$ cat src/sv/mmps_pkg.sv
package mmps_pkg;

  // Field widths
  localparam int COORD_W   = 16;
  localparam int SPAN_W    = 10;
  localparam int CFG_IDX_W = 2;

  // Default buffer depth
  localparam int MAX_POINTS_DEF = 64;

  // Register reset values
  localparam logic [SPAN_W-1:0] PLOT_WIDTH_RST  = 10'd150;
  localparam logic [SPAN_W-1:0] PLOT_HEIGHT_RST = 10'd48;

  // Register indexes
  localparam logic [CFG_IDX_W-1:0] REG_PLOT_WIDTH  = 2'd0;
  localparam logic [CFG_IDX_W-1:0] REG_PLOT_HEIGHT = 2'd1;

  // Sequencer states
  typedef enum logic [1:0] {
    S_LOAD,
    S_FETCH,
    S_START,
    S_DIV
  } state_t;

  // One scaling job: floor(off * span / range)
  typedef struct packed {
    logic [COORD_W-1:0] off;
    logic [COORD_W-1:0] range;
    logic [SPAN_W-1:0]  span;
  } scale_job_t;

endpackage

$ cat src/sv/mmps_point_if.sv
interface mmps_point_if;
  logic                                 valid;
  logic                                 ready;
  logic signed [mmps_pkg::COORD_W-1:0]  point_x;
  logic signed [mmps_pkg::COORD_W-1:0]  point_y;
  logic                                 final_point;

  modport source (output valid, output point_x, output point_y, output final_point,
                  input ready);
  modport sink (input valid, input point_x, input point_y, input final_point,
                output ready);
endinterface

$ cat src/sv/mmps_result_if.sv
interface mmps_result_if;
  logic                          valid;
  logic                          ready;
  logic [mmps_pkg::SPAN_W-1:0]   column;
  logic [mmps_pkg::SPAN_W-1:0]   row;
  logic                          end_of_run;

  modport source (output valid, output column, output row, output end_of_run,
                  input ready);
  modport sink (input valid, input column, input row, input end_of_run,
                output ready);
endinterface

$ cat src/sv/mmps_cfg_if.sv
interface mmps_cfg_if;
  logic                            valid;
  logic                            ready;
  logic [mmps_pkg::CFG_IDX_W-1:0]  reg_index;
  logic [mmps_pkg::SPAN_W-1:0]     wdata;

  modport source (output valid, output reg_index, output wdata, input ready);
  modport sink (input valid, input reg_index, input wdata, output ready);
endinterface

$ cat src/sv/mmps_scale.sv
// Bit-serial scaler: quo = floor(off * span / range), span consumed MSB first.
// Keeps quotient and remainder of the running product; off <= range is assumed.
module mmps_scale (
  input  logic                        clk,
  input  logic                        rst,
  input  logic                        start,
  input  mmps_pkg::scale_job_t        job,
  output logic                        busy,
  output logic [mmps_pkg::SPAN_W-1:0] quo
);

  localparam int CW    = mmps_pkg::COORD_W;
  localparam int SW    = mmps_pkg::SPAN_W;
  localparam int STEPW = $clog2(SW + 1);

  logic [CW-1:0]    off_r;
  logic [CW-1:0]    range_r;
  logic [SW-1:0]    span_sh;
  logic [CW-1:0]    rem;
  logic [SW-1:0]    q;
  logic             zero_rng;
  logic [STEPW-1:0] steps;

  logic [CW:0]   r2;
  logic          r2_ge;
  logic [CW:0]   r2s;
  logic [CW:0]   t;
  logic          t_ge;
  logic [CW:0]   t_sub;
  logic [SW-1:0] q2;
  logic [SW-1:0] q_next;
  logic [CW-1:0] rem_next;

  // One step: double, reduce, add off if span bit set, reduce again
  always_comb begin
    r2     = {rem, 1'b0};
    r2_ge  = (r2 >= {1'b0, range_r});
    r2s    = r2_ge ? (r2 - {1'b0, range_r}) : r2;
    q2     = {q[SW-2:0], 1'b0} + SW'(r2_ge);
    t      = span_sh[SW-1] ? (r2s + {1'b0, off_r}) : r2s;
    t_ge   = (t >= {1'b0, range_r});
    t_sub  = t_ge ? (t - {1'b0, range_r}) : t;
    rem_next = t_sub[CW-1:0];
    q_next = q2 + SW'(t_ge);
  end

  // Step counter and busy flag
  always_ff @(posedge clk) begin
    if (rst) begin
      busy  <= 1'b0;
      steps <= '0;
    end else if (start) begin
      busy  <= 1'b1;
      steps <= STEPW'(SW);
    end else if (busy) begin
      steps <= steps - 1'b1;
      if (steps == STEPW'(1)) begin
        busy <= 1'b0;
      end
    end
  end

  // Datapath shift registers
  always_ff @(posedge clk) begin
    if (start) begin
      off_r    <= job.off;
      range_r  <= job.range;
      span_sh  <= job.span;
      rem      <= '0;
      q        <= '0;
      zero_rng <= (job.range == '0);
    end else if (busy) begin
      span_sh <= {span_sh[SW-2:0], 1'b0};
      rem     <= rem_next;
      q       <= q_next;
    end
  end

  // Zero range gives offset 0
  assign quo = zero_rng ? '0 : q;

endmodule

$ cat src/sv/minmax_plot_scaler_top.sv
// Min/max plot scaler. Points (point_x, point_y) are taken one per cycle while
// the block is loading; each stored point updates the running min and max of
// both coordinates, and points beyond MAX_POINTS are dropped (their final_point
// flag still counts). A point with final_point set closes the set: every
// stored point is then read back in arrival order and scaled to
// column = floor((x - xmin) * plot_width / (xmax - xmin)) and
// row = plot_rows - floor((y - ymin) * plot_rows / (ymax - ymin)), where
// plot_rows is the plot height register, a zero range giving offset 0.
// Each point is emitted through a buffer read, a setup step and the bit-serial
// scalers (one bit of the 10-bit plot span per cycle), with x and y scaled
// side by side. The next point is scaled while a result waits to be taken.
// No input is taken during emission; loading resumes once the last result
// has been registered.
module minmax_plot_scaler_top #(
  parameter int MAX_POINTS = mmps_pkg::MAX_POINTS_DEF
) (
  input  logic          clk,
  input  logic          rst,
  mmps_point_if.sink    point,
  mmps_result_if.source result,
  mmps_cfg_if.sink      cfg
);

  localparam int CW     = mmps_pkg::COORD_W;
  localparam int SW     = mmps_pkg::SPAN_W;
  localparam int ADDR_W = (MAX_POINTS > 1) ? $clog2(MAX_POINTS) : 1;
  localparam int CNT_W  = $clog2(MAX_POINTS + 1);
  localparam logic [CNT_W-1:0] FULL = CNT_W'(MAX_POINTS);

  mmps_pkg::state_t state, state_next;

  logic [SW-1:0]    plot_width;
  logic [SW-1:0]    plot_rows;
  logic [CNT_W-1:0] count;
  logic [CNT_W-1:0] idx;
  logic signed [CW-1:0] min_x, max_x, min_y, max_y;
  logic [2*CW-1:0]  mem [MAX_POINTS];
  logic [2*CW-1:0]  rdata;

  logic             pt_acc;
  logic             store;
  logic             start;
  logic             res_load;
  logic             idx_clr;
  logic             idx_inc;
  logic             last;
  logic             busy_x, busy_y;
  logic [SW-1:0]    quo_x, quo_y;
  mmps_pkg::scale_job_t job_x, job_y;

  logic             res_valid;
  logic [SW-1:0]    res_col;
  logic [SW-1:0]    res_row;
  logic             res_eor;

  // Configuration registers
  assign cfg.ready = 1'b1;

  always_ff @(posedge clk) begin
    if (rst) begin
      plot_width <= mmps_pkg::PLOT_WIDTH_RST;
      plot_rows  <= mmps_pkg::PLOT_HEIGHT_RST;
    end else if (cfg.valid) begin
      case (cfg.reg_index)
        mmps_pkg::REG_PLOT_WIDTH:  plot_width <= cfg.wdata;
        mmps_pkg::REG_PLOT_HEIGHT: plot_rows  <= cfg.wdata;
        default: ;
      endcase
    end
  end

  // Loading: min/max tracking and buffer write
  assign point.ready = (state == mmps_pkg::S_LOAD);
  assign pt_acc      = point.valid && point.ready;
  assign store       = pt_acc && (count != FULL);

  always_ff @(posedge clk) begin
    if (store) begin
      if (count == '0) begin
        min_x <= point.point_x;
        max_x <= point.point_x;
        min_y <= point.point_y;
        max_y <= point.point_y;
      end else begin
        if (point.point_x < min_x) min_x <= point.point_x;
        if (point.point_x > max_x) max_x <= point.point_x;
        if (point.point_y < min_y) min_y <= point.point_y;
        if (point.point_y > max_y) max_y <= point.point_y;
      end
      mem[count[ADDR_W-1:0]] <= {point.point_x, point.point_y};
    end
    rdata <= mem[idx[ADDR_W-1:0]];
  end

  assign last = (idx == count - 1'b1);

  // Point count and read index
  always_ff @(posedge clk) begin
    if (rst) begin
      count <= '0;
      idx   <= '0;
    end else begin
      if (res_load && last) begin
        count <= '0;
      end else if (store) begin
        count <= count + 1'b1;
      end
      if (idx_clr) begin
        idx <= '0;
      end else if (idx_inc) begin
        idx <= idx + 1'b1;
      end
    end
  end

  // Sequencer state
  always_ff @(posedge clk) begin
    if (rst) begin
      state <= mmps_pkg::S_LOAD;
    end else begin
      state <= state_next;
    end
  end

  always_comb begin
    state_next = state;
    start      = 1'b0;
    res_load   = 1'b0;
    idx_clr    = 1'b0;
    idx_inc    = 1'b0;
    case (state)
      mmps_pkg::S_LOAD: begin
        if (pt_acc && point.final_point) begin
          idx_clr    = 1'b1;
          state_next = mmps_pkg::S_FETCH;
        end
      end
      mmps_pkg::S_FETCH: begin
        state_next = mmps_pkg::S_START;
      end
      mmps_pkg::S_START: begin
        start      = 1'b1;
        state_next = mmps_pkg::S_DIV;
      end
      mmps_pkg::S_DIV: begin
        if (!busy_x && !busy_y && (!res_valid || result.ready)) begin
          res_load = 1'b1;
          if (last) begin
            state_next = mmps_pkg::S_LOAD;
          end else begin
            idx_inc    = 1'b1;
            state_next = mmps_pkg::S_FETCH;
          end
        end
      end
      default: state_next = mmps_pkg::S_LOAD;
    endcase
  end

  // Scaling jobs from the fetched point
  always_comb begin
    job_x.off   = CW'(rdata[2*CW-1:CW] - min_x);
    job_x.range = CW'(max_x - min_x);
    job_x.span  = plot_width;
    job_y.off   = CW'(rdata[CW-1:0] - min_y);
    job_y.range = CW'(max_y - min_y);
    job_y.span  = plot_rows;
  end

  mmps_scale u_scale_x (
    .clk   (clk),
    .rst   (rst),
    .start (start),
    .job   (job_x),
    .busy  (busy_x),
    .quo   (quo_x)
  );

  mmps_scale u_scale_y (
    .clk   (clk),
    .rst   (rst),
    .start (start),
    .job   (job_y),
    .busy  (busy_y),
    .quo   (quo_y)
  );

  // Result register
  always_ff @(posedge clk) begin
    if (rst) begin
      res_valid <= 1'b0;
    end else if (res_load) begin
      res_valid <= 1'b1;
    end else if (result.ready) begin
      res_valid <= 1'b0;
    end
  end

  always_ff @(posedge clk) begin
    if (res_load) begin
      res_col <= quo_x;
      res_row <= plot_rows - quo_y;
      res_eor <= last;
    end
  end

  assign result.valid      = res_valid;
  assign result.column     = res_col;
  assign result.row        = res_row;
  assign result.end_of_run = res_eor;

  // Checks
  a_count_bound: assert property (@(posedge clk) disable iff (rst)
    count <= FULL)
    else $error("point count above buffer depth");

  a_idx_in_set: assert property (@(posedge clk) disable iff (rst)
    (state != mmps_pkg::S_LOAD) |-> (idx < count))
    else $error("read index outside stored set");

  a_run_closes: assert property (@(posedge clk) disable iff (rst)
    (res_load && last) |=> ((state == mmps_pkg::S_LOAD) && (count == '0)))
    else $error("set not closed after last result");

  a_minmax_order: assert property (@(posedge clk) disable iff (rst)
    (count != '0) |-> ((min_x <= max_x) && (min_y <= max_y)))
    else $error("min above max");

endmodule
$ cat src/flat_wrapper.sv
// flat-port wrapper written by rule: the top's interface ports become plain ports
module minmax_plot_scaler_top_flat 
#(
  parameter int MAX_POINTS = mmps_pkg::MAX_POINTS_DEF
)
  (clk, rst, point_valid, point_point_x, point_point_y, point_final_point, point_ready, result_valid, result_column, result_row, result_end_of_run, result_ready, cfg_valid, cfg_reg_index, cfg_wdata, cfg_ready);
  mmps_point_if point_i ();
  mmps_result_if result_i ();
  mmps_cfg_if cfg_i ();
  input  logic clk;
  input  logic rst;
  input wire logic [$bits(point_i.valid)-1:0] point_valid;
  input wire logic [$bits(point_i.point_x)-1:0] point_point_x;
  input wire logic [$bits(point_i.point_y)-1:0] point_point_y;
  input wire logic [$bits(point_i.final_point)-1:0] point_final_point;
  output wire logic [$bits(point_i.ready)-1:0] point_ready;
  output wire logic [$bits(result_i.valid)-1:0] result_valid;
  output wire logic [$bits(result_i.column)-1:0] result_column;
  output wire logic [$bits(result_i.row)-1:0] result_row;
  output wire logic [$bits(result_i.end_of_run)-1:0] result_end_of_run;
  input wire logic [$bits(result_i.ready)-1:0] result_ready;
  input wire logic [$bits(cfg_i.valid)-1:0] cfg_valid;
  input wire logic [$bits(cfg_i.reg_index)-1:0] cfg_reg_index;
  input wire logic [$bits(cfg_i.wdata)-1:0] cfg_wdata;
  output wire logic [$bits(cfg_i.ready)-1:0] cfg_ready;
  assign point_i.valid = point_valid;
  assign point_i.point_x = point_point_x;
  assign point_i.point_y = point_point_y;
  assign point_i.final_point = point_final_point;
  assign point_ready = point_i.ready;
  assign result_valid = result_i.valid;
  assign result_column = result_i.column;
  assign result_row = result_i.row;
  assign result_end_of_run = result_i.end_of_run;
  assign result_i.ready = result_ready;
  assign cfg_i.valid = cfg_valid;
  assign cfg_i.reg_index = cfg_reg_index;
  assign cfg_i.wdata = cfg_wdata;
  assign cfg_ready = cfg_i.ready;
  minmax_plot_scaler_top #(.MAX_POINTS(MAX_POINTS)) u_core (.clk(clk), .rst(rst), .point(point_i), .result(result_i), .cfg(cfg_i));
endmodule
$ cat config.mk
export PLATFORM = sky130hd
export DESIGN_NAME = minmax_plot_scaler_top_flat
export DESIGN_NICKNAME = d
export VERILOG_FILES = /design/src/sv/mmps_pkg.sv /design/src/sv/mmps_point_if.sv /design/src/sv/mmps_result_if.sv /design/src/sv/mmps_cfg_if.sv /design/src/sv/mmps_scale.sv /design/src/sv/minmax_plot_scaler_top.sv /design/src/flat_wrapper.sv
export SDC_FILE = /design/constraint.sdc
export NUM_CORES = 2
export LEC_CHECK = 0
export BUFFER_PORTS_ARGS = -buffer_cell sky130_fd_sc_hd__buf_2
export CORE_MARGIN = 2
export CORE_UTILIZATION = 25
export CTS_CLUSTER_DIAMETER = 200
export DETAILED_ROUTE_END_ITERATION = 8
export PLACE_DENSITY = 0.38
export SYNTH_ARGS = -nofsm -noshare
export SYNTH_HDL_FRONTEND = slang
export SYNTH_SLANG_ARGS = --single-unit
$ cat constraint.sdc
create_clock -name clk -period 8.29 [get_ports clk]
set_clock_uncertainty 0.2 [all_clocks]
set_input_delay 0.829 -clock clk [delete_from_list [all_inputs] [get_ports clk]]
set_output_delay 0.829 -clock clk [all_outputs]
set_load 0.02 [all_outputs]
# Word-level counts from Yosys, hierarchy flattened

Memories as Yosys holds them, arrays and structs flattened. A register that Yosys moved wholly into a read port is not among the register bits.
Cells that the tools add are included.

Output and inout bits: 24
Memories kept: 1
Word-level logic and storage cells: 147
Bits in writable memories: 2048
Register bits: 270

Memories:

| name       | words | width | rd ports | clocked after memory_dff | wr ports | line                         | source |
|---|---|---|---|---|---|---|---|
| u_core.mem | 64    | 32    | 1        | 1                        | 1        | minmax_plot_scaler_top.sv:37 | `logic [2*CW-1:0] mem [MAX_POINTS];` |

Order comparisons: 8
Mux-type cells: 45
Reduce and logical (&&, ||, !) cells: 32
Eq/ne operators: 10
$add $sub $neg: 20

Operator list:

| cell                                                                  | number |
|---|---|
| 16-bit 2-to-1 mux                                                     | 10 |
| 16-bit subtractor                                                     | 6 |
| 17-bit by 16-bit >= comparator with 1-bit output                      | 4 |
| 17-bit 2-to-1 mux                                                     | 4 |
| 10-bit 2-to-1 mux                                                     | 5 |
| 10-bit by 1-bit adder with 10-bit output                              | 4 |
| 17-bit by 16-bit adder with 17-bit output                             | 2 |
| 17-bit by 16-bit subtractor with 17-bit output                        | 2 |
| 16-bit > comparator                                                   | 2 |
| 16-bit logical NOT                                                    | 2 |
| 16-bit < comparator                                                   | 2 |
| 1-bit 2-to-1 mux                                                      | 19 |
| 4-bit 2-to-1 mux                                                      | 4 |
| 7-bit by 1-bit adder with 7-bit output, second input constant         | 2 |
| 2-bit AND reduction                                                   | 7 |
| 2-bit nonzero test                                                    | 7 |
| 10-bit subtractor                                                     | 1 |
| 4-bit by 1-bit equality test with 1-bit output, second input constant | 2 |
| 2-bit case mux with 4 select lines                                    | 1 |
| 4-bit by 1-bit subtractor with 4-bit output, second input constant    | 2 |
| 7-bit equality test                                                   | 1 |
| 7-bit logical NOT                                                     | 1 |
| 7-bit != test, second input constant                                  | 1 |
| 7-bit by 1-bit subtractor with 7-bit output, second input constant    | 1 |
| other kinds (10)                                                      | 23 |

# Depth between registers and ports, before layout

Depth after elaboration: 7
Mapped depth: 39

# Modules after synthesis

Synthesis repeated with hierarchy kept, for this count alone.

Cells, all modules: 5501
Area, all modules: 98682.1 um^2

Modules (own cells, without submodules):

| module                 | seq. area each (um^2) | area an instance (um^2) | instances | cells an instance |
|---|---|---|---|---|
| minmax_plot_scaler_top | 65432.8               | 87401.3                 | 1         | 4323 |
| mmps_scale             | 1911.8                | 5640.4                  | 2         | 589 |

# Worst setup path after synthesis

Ideal clock, no wire load.

Path type: register -> register
Start point: register u_core.u_scale_y.range_r[6]
End point: register u_core.u_scale_y.q[8]
Required time: 8.004 ns
Setup time: 0.086 ns
Stages on the path, launching flop included: 35
Arrival time: 6.672 ns
Slack: 1.333 ns
Path buffers: 3
Period minus slack after synthesis: 6.957 ns
Cells stage by stage: edfxtp_1 -> inv_1 -> ha_1 -> a2111oi_0 -> a21boi_1 -> o21ai_1 -> a31o_2 -> nand3_1 -> buf_2 -> mux2_1 -> ha_1 -> o21a_1 -> a21boi_1 -> o41a_1 -> a211o_1 -> a21oi_1 -> xnor2_1 -> mux2_2 -> ha_1 -> nand2_1 -> nor3b_1 -> a21oi_1 -> a21oi_1 -> nor3_1 -> and2_1 -> buf_6 -> inv_4 -> buf_6 -> ha_1 -> ha_1 -> nand2_1 -> nor2_1 -> nand3_1 -> xor2_1 -> a211oi_1

Cells in the longest elaborated chain, start to end: 6
Elaborated cells on any way between the ends: 8
Those cells by class: 4 x add/sub; 2 x order compare; 2 x mux

Ends and longest elaborated chain:

| element                                                                                                            | line                               | source |
|---|---|---|
| start: declaration                                                                                                 | mmps_scale.sv:17                   | `logic [CW-1:0] range_r;` |
| start signal: assignment                                                                                           | mmps_scale.sv:67                   | `range_r <= job.range;` |
| 17-bit by 16-bit subtractor with 17-bit output or 17-bit by 16-bit >= comparator with 1-bit output (tied branches) | mmps_scale.sv:38, mmps_scale.sv:37 |  |
| 17-bit 2-to-1 mux                                                                                                  | mmps_scale.sv:38                   | `r2s = r2_ge ? (r2 - {1'b0, range_r}) : r2;` |
| 17-bit by 16-bit adder with 17-bit output                                                                          | mmps_scale.sv:40                   | `t = span_sh[SW-1] ? (r2s + {1'b0, off_r}) : r2s;` |
| 17-bit 2-to-1 mux                                                                                                  | mmps_scale.sv:40                   |  |
| 17-bit by 16-bit >= comparator with 1-bit output                                                                   | mmps_scale.sv:41                   | `t_ge = (t >= {1'b0, range_r});` |
| 10-bit by 1-bit adder with 10-bit output *                                                                         | mmps_scale.sv:44                   | `q_next = q2 + SW'(t_ge);` |
| end signal: assignment                                                                                             | mmps_scale.sv:75                   | `q <= q_next;` |
| end: declaration                                                                                                   | mmps_scale.sv:20                   | `logic [SW-1:0] q;` |

Mark *: on every way between the ends. The rest lies on a longest branch, timed or not.
A chain may end at the register's enable or synchronous reset.

# Worst setup path after layout

Start point: register u_core.u_scale_x.range_r[9]
End point: register u_core.u_scale_x.q[8]

Cells in the longest elaborated chain, start to end: 6
Elaborated cells on any way between the ends: 8
Those cells by class: 4 x add/sub; 2 x order compare; 2 x mux

Ends and longest elaborated chain:

| element                                                                                                            | line |
|---|---|
| start: declaration                                                                                                 | mmps_scale.sv:17 |
| start signal: assignment                                                                                           | mmps_scale.sv:67 |
| 17-bit by 16-bit subtractor with 17-bit output or 17-bit by 16-bit >= comparator with 1-bit output (tied branches) | mmps_scale.sv:38, mmps_scale.sv:37 |
| 17-bit 2-to-1 mux                                                                                                  | mmps_scale.sv:38 |
| 17-bit by 16-bit adder with 17-bit output                                                                          | mmps_scale.sv:40 |
| 17-bit 2-to-1 mux                                                                                                  | mmps_scale.sv:40 |
| 17-bit by 16-bit >= comparator with 1-bit output                                                                   | mmps_scale.sv:41 |
| 10-bit by 1-bit adder with 10-bit output *                                                                         | mmps_scale.sv:44 |
| end signal: assignment                                                                                             | mmps_scale.sv:75 |
| end: declaration                                                                                                   | mmps_scale.sv:20 |

Marks and branches as above.

==> reports/metrics.yaml <==
clock_network:
  cts_made_buffers: 280
  cts.sinks: 2350
  h-tree-depth: 5
  cts_root_buf: "clkbuf_16"
  clock_path_buffers: 4
  cts_tree: "built"
  clk-insertion-delay-late_ps: 880
  clk_pin_slew_ps: 60
critical_path:
  cp-end-kind: "flop"
  r2r_setup_slack_ps: 640
  startpoint_type: "flop"
  slowest_stage: "fa_1"
  cp.arrival_ps: 8210
  r2r_cells: 33
  required_ps: 8850
  cp_max_fo: 8
  cpPeakStageDelay_ps: 440
  worstSetupPathType: "flop to flop"
power_and_ir_drop:
  seqPwrFrac: 0.380
  p_leak_uw: 0.0361
  pwr-share-comb: 0.301
  internal_power_uw: 25200
  switchingPower_uw: 11800
  ir_worst_vdd_mv: 0.292
  powerDensity_nw_per_um2: 322
  pwr-share-clk: 0.319
  p_sw_frac: 0.319
place:
  numPortBuffers: 72
  place.gp.congestion: 0.744
  postPlaceCellArea_sq_um: 106000
  dpl.hpwl_um: 170000
routing:
  vias: 49200
  drc: 0
  dr_wl_met2_um: 136000
  ant_nets: 1
  drtIter0Drc: 3845
  totalWireLength_um: 284000
  highest_layer: "met5"
  wl_met3_um: 14300
  wire_per_inst_um: 26.1
  firstDrtPassIters: 5
  wl_met1_um: 127000
  drt-vias-per-instance: 4.53
timing:
  rsz0062_at_grt: "false"
  fin_setup_tns_ps: 0
  setup_viol: 0
  slew_headroom: 0.241
  post-route-period-util: 0.923
  final_period_minus_worst_setup_slack_ps: 7650
  final_max_slew_viol_count: 0
  hold_violations: 0
  fmax_mhz: 131
  worstMarginPinSlew_ps: 1130
yosys:
  yosysWarningCount: 0
  synth_top_flop_cell: "edfxtp_1"
  synth_enable_flop_cells: 2219
  yosysSeqAreaShare: 0.706
  synth.most_common_cell: "edfxtp_1"
  synth.distinct_cells: 88
  synth.top_cells.by_area: "edfxtp_1 68%, mux4_2 15%, ha_1 3.1%, dfxtp_1 2.7%, nor2_1 1.1%"
  synthesis.instances: 5087
  syn-mean-instance-area_sq_um: 19.3
  yosys.area.top_type_share: 0.679
  syn_area_sq_um: 98200
  ys_top_cells_by_count: "2,219 x edfxtp_1, 672 x mux4_2, 296 x nor2_1"
  synthArstFlopShare: 0
  syn-num-nets: 5391
  yosysTopAreaCell: "edfxtp_1"
  synth_seq_cells: 2350
global_routing:
  track_usage: 0.141
  antenna_found_initial: 50
  grt_pass1_vias: 51700
  overflow: 0
  grt_first_pass_wirelength_um: 401000
  grt_max_degree: 102
floorplanning:
  initial_core_util: 0.251
  die_h_um: 631
  io_pins: 74
  die_x_um: 631
  die-area_sq_um: 398000
  fp-row-count: 230
  core_sq_um: 392000
layout:
  syn2layout_area_growth_pct: 17.1
  n_fill_cell: 38200
  drive_gt1_frac: 0.260
  finalInstanceArea_sq_um: 115000
  regArea_sq_um: 69300
  multi_input_area_sq_um: 28000
  final_nets: 5710
status:
  failed_checks: "antenna rules"
  outcome: "complete, but fails checks"
flow_run:
  max-cap-violations: 0
min_path:
  min_path_type: "primary input to flop"
  hold_depth: 3
==> critical path: cells and delay by family (launching register included) <==
family	cells	cell delay (ps)
buffers and inverters	2	140
muxes	2	600
and+or+nand+nor	14	2440
xor gates and xnor gates	2	270
AOI/OAI and AO/OA	7	1610
adders and majority gates	6	1980
DFF	1	330
==> placed cells by master (no fill, tap or decap), types with 12 or more instances in the layout <==
cell type	count
edfxtp_1	2219
mux4_2	672
clkbuf_16	286
ha_1	242
nor2_1	232
inv_1	177
buf_4	150
dfxtp_1	123
xnor2_1	117
nand2_1	108
a21oi_1	108
buf_2	72
o21ai_0	67
nor2_4	64
nand3_1	58
clkbuf_1	58
clkinv_1	57
a211oi_1	51
mux2_2	50
nor2b_1	49
a21o_1	49
nor3_1	48
xor2_1	47
mux2i_1	46
clkinv_2	43
nand2b_1	26
nand4_1	24
o21a_1	23
or3_1	19
diode_2	17
and2_1	15
clkbuf_8	13
o21bai_1	12
bufinv_16	12
buf_12	12
==> metal layers <==
metal,vias up,global-route usage
li1,21500,-
met1,26300,0.192
met2,1098,0.234
met3,335,0.0240
met4,10,0.0317
met5,-,0
==> cells by family after synthesis <==
logic type,share of synthesized area
AOI/OAI and AO/OA,0.0305
xor gates and xnor gates,0.0146
adders and majority gates,0.0332
buffers and inverters,0.0151
DFF,0.706
muxes,0.166
other,0.0000382
and+or+nand+nor,0.0348
==> power groups by stage <==
stage | clock [uW] | combinational [uW] | sequential (uW)
floorplan | 0 | 8200 | 14200
global route | 12600 | 12400 | 14100
global placement | 0 | 11200 | 14300
finish | 11800 | 11100 | 14100
CTS | 12200 | 11200 | 14100
detailed placement | 0 | 11100 | 14300
==> repair_timing <==
action,CTS,global route
setup endpoints to repair,0,11
hold endpoints to repair,14,0
hold buffers,9,0
setup buffers,0,0
gates resized for setup,0,11
==> state kept, by name (all words and copies together), names as in the netlist, 16 cells and up <==
register	flops
u_core.max_y	16
u_core.u_scale_y.range_r	16
u_core.u_scale_x.off_r	16
u_core.min_x	16
u_core.u_scale_y.rem	16
u_core.u_scale_x.rem	16
u_core.rdata	32
u_core.u_scale_y.off_r	16
u_core.mem	2048
u_core.u_scale_x.range_r	16
u_core.max_x	16
u_core.min_y	16
==> metrics by stage <==
step / setup slack [ps] / hold slack, ps / utilization / power [uW] / std cells
final: 636 / 91.8 / 0.294 / 37000 / 10900
after global routing: 38.9 / 90.1 / 0.294 / 39200 / 10800
after CTS: 314 / 6.64 / 0.293 / 37500 / 10800
after detailed placement: 344 / 282 / 0.271 / 25500 / 10300
after global placement: 276 / 273 / 0.271 / 25500 / 10300
after floorplan: 1330 / 252 / - / 22400 / 5087
==> worst paths after layout <==
kind	start	endpoint
worst max-delay path	u_core.u_scale_x.range_r[9]$_DFFE_PP_	u_core.u_scale_x.q[8]$_SDFFE_PP0P_
worst min-delay path	cfg_wdata[9]	u_core.plot_width[9]$_SDFFE_PP0P_
worst max register to register	u_core.u_scale_x.range_r[9]$_DFFE_PP_	u_core.u_scale_x.q[8]$_SDFFE_PP0P_
worst min register to register	u_core.u_scale_y.q[9]$_SDFFE_PP0P_	u_core.u_scale_y.q[9]$_SDFFE_PP0P_
==> area by class of cell <==
type / count / area share
multi-input combinational: 2353 / 0.243
sequential: 2350 / 0.602
inverter: 178 / 0.00583
clock inverter: 141 / 0.00962
antenna: 17 / 0.000370
clock buffer: 357 / 0.0657
tap: 5220 / 0.0568
timing repair buffer: 243 / 0.0158
Power figures use the tool's default switching activity.
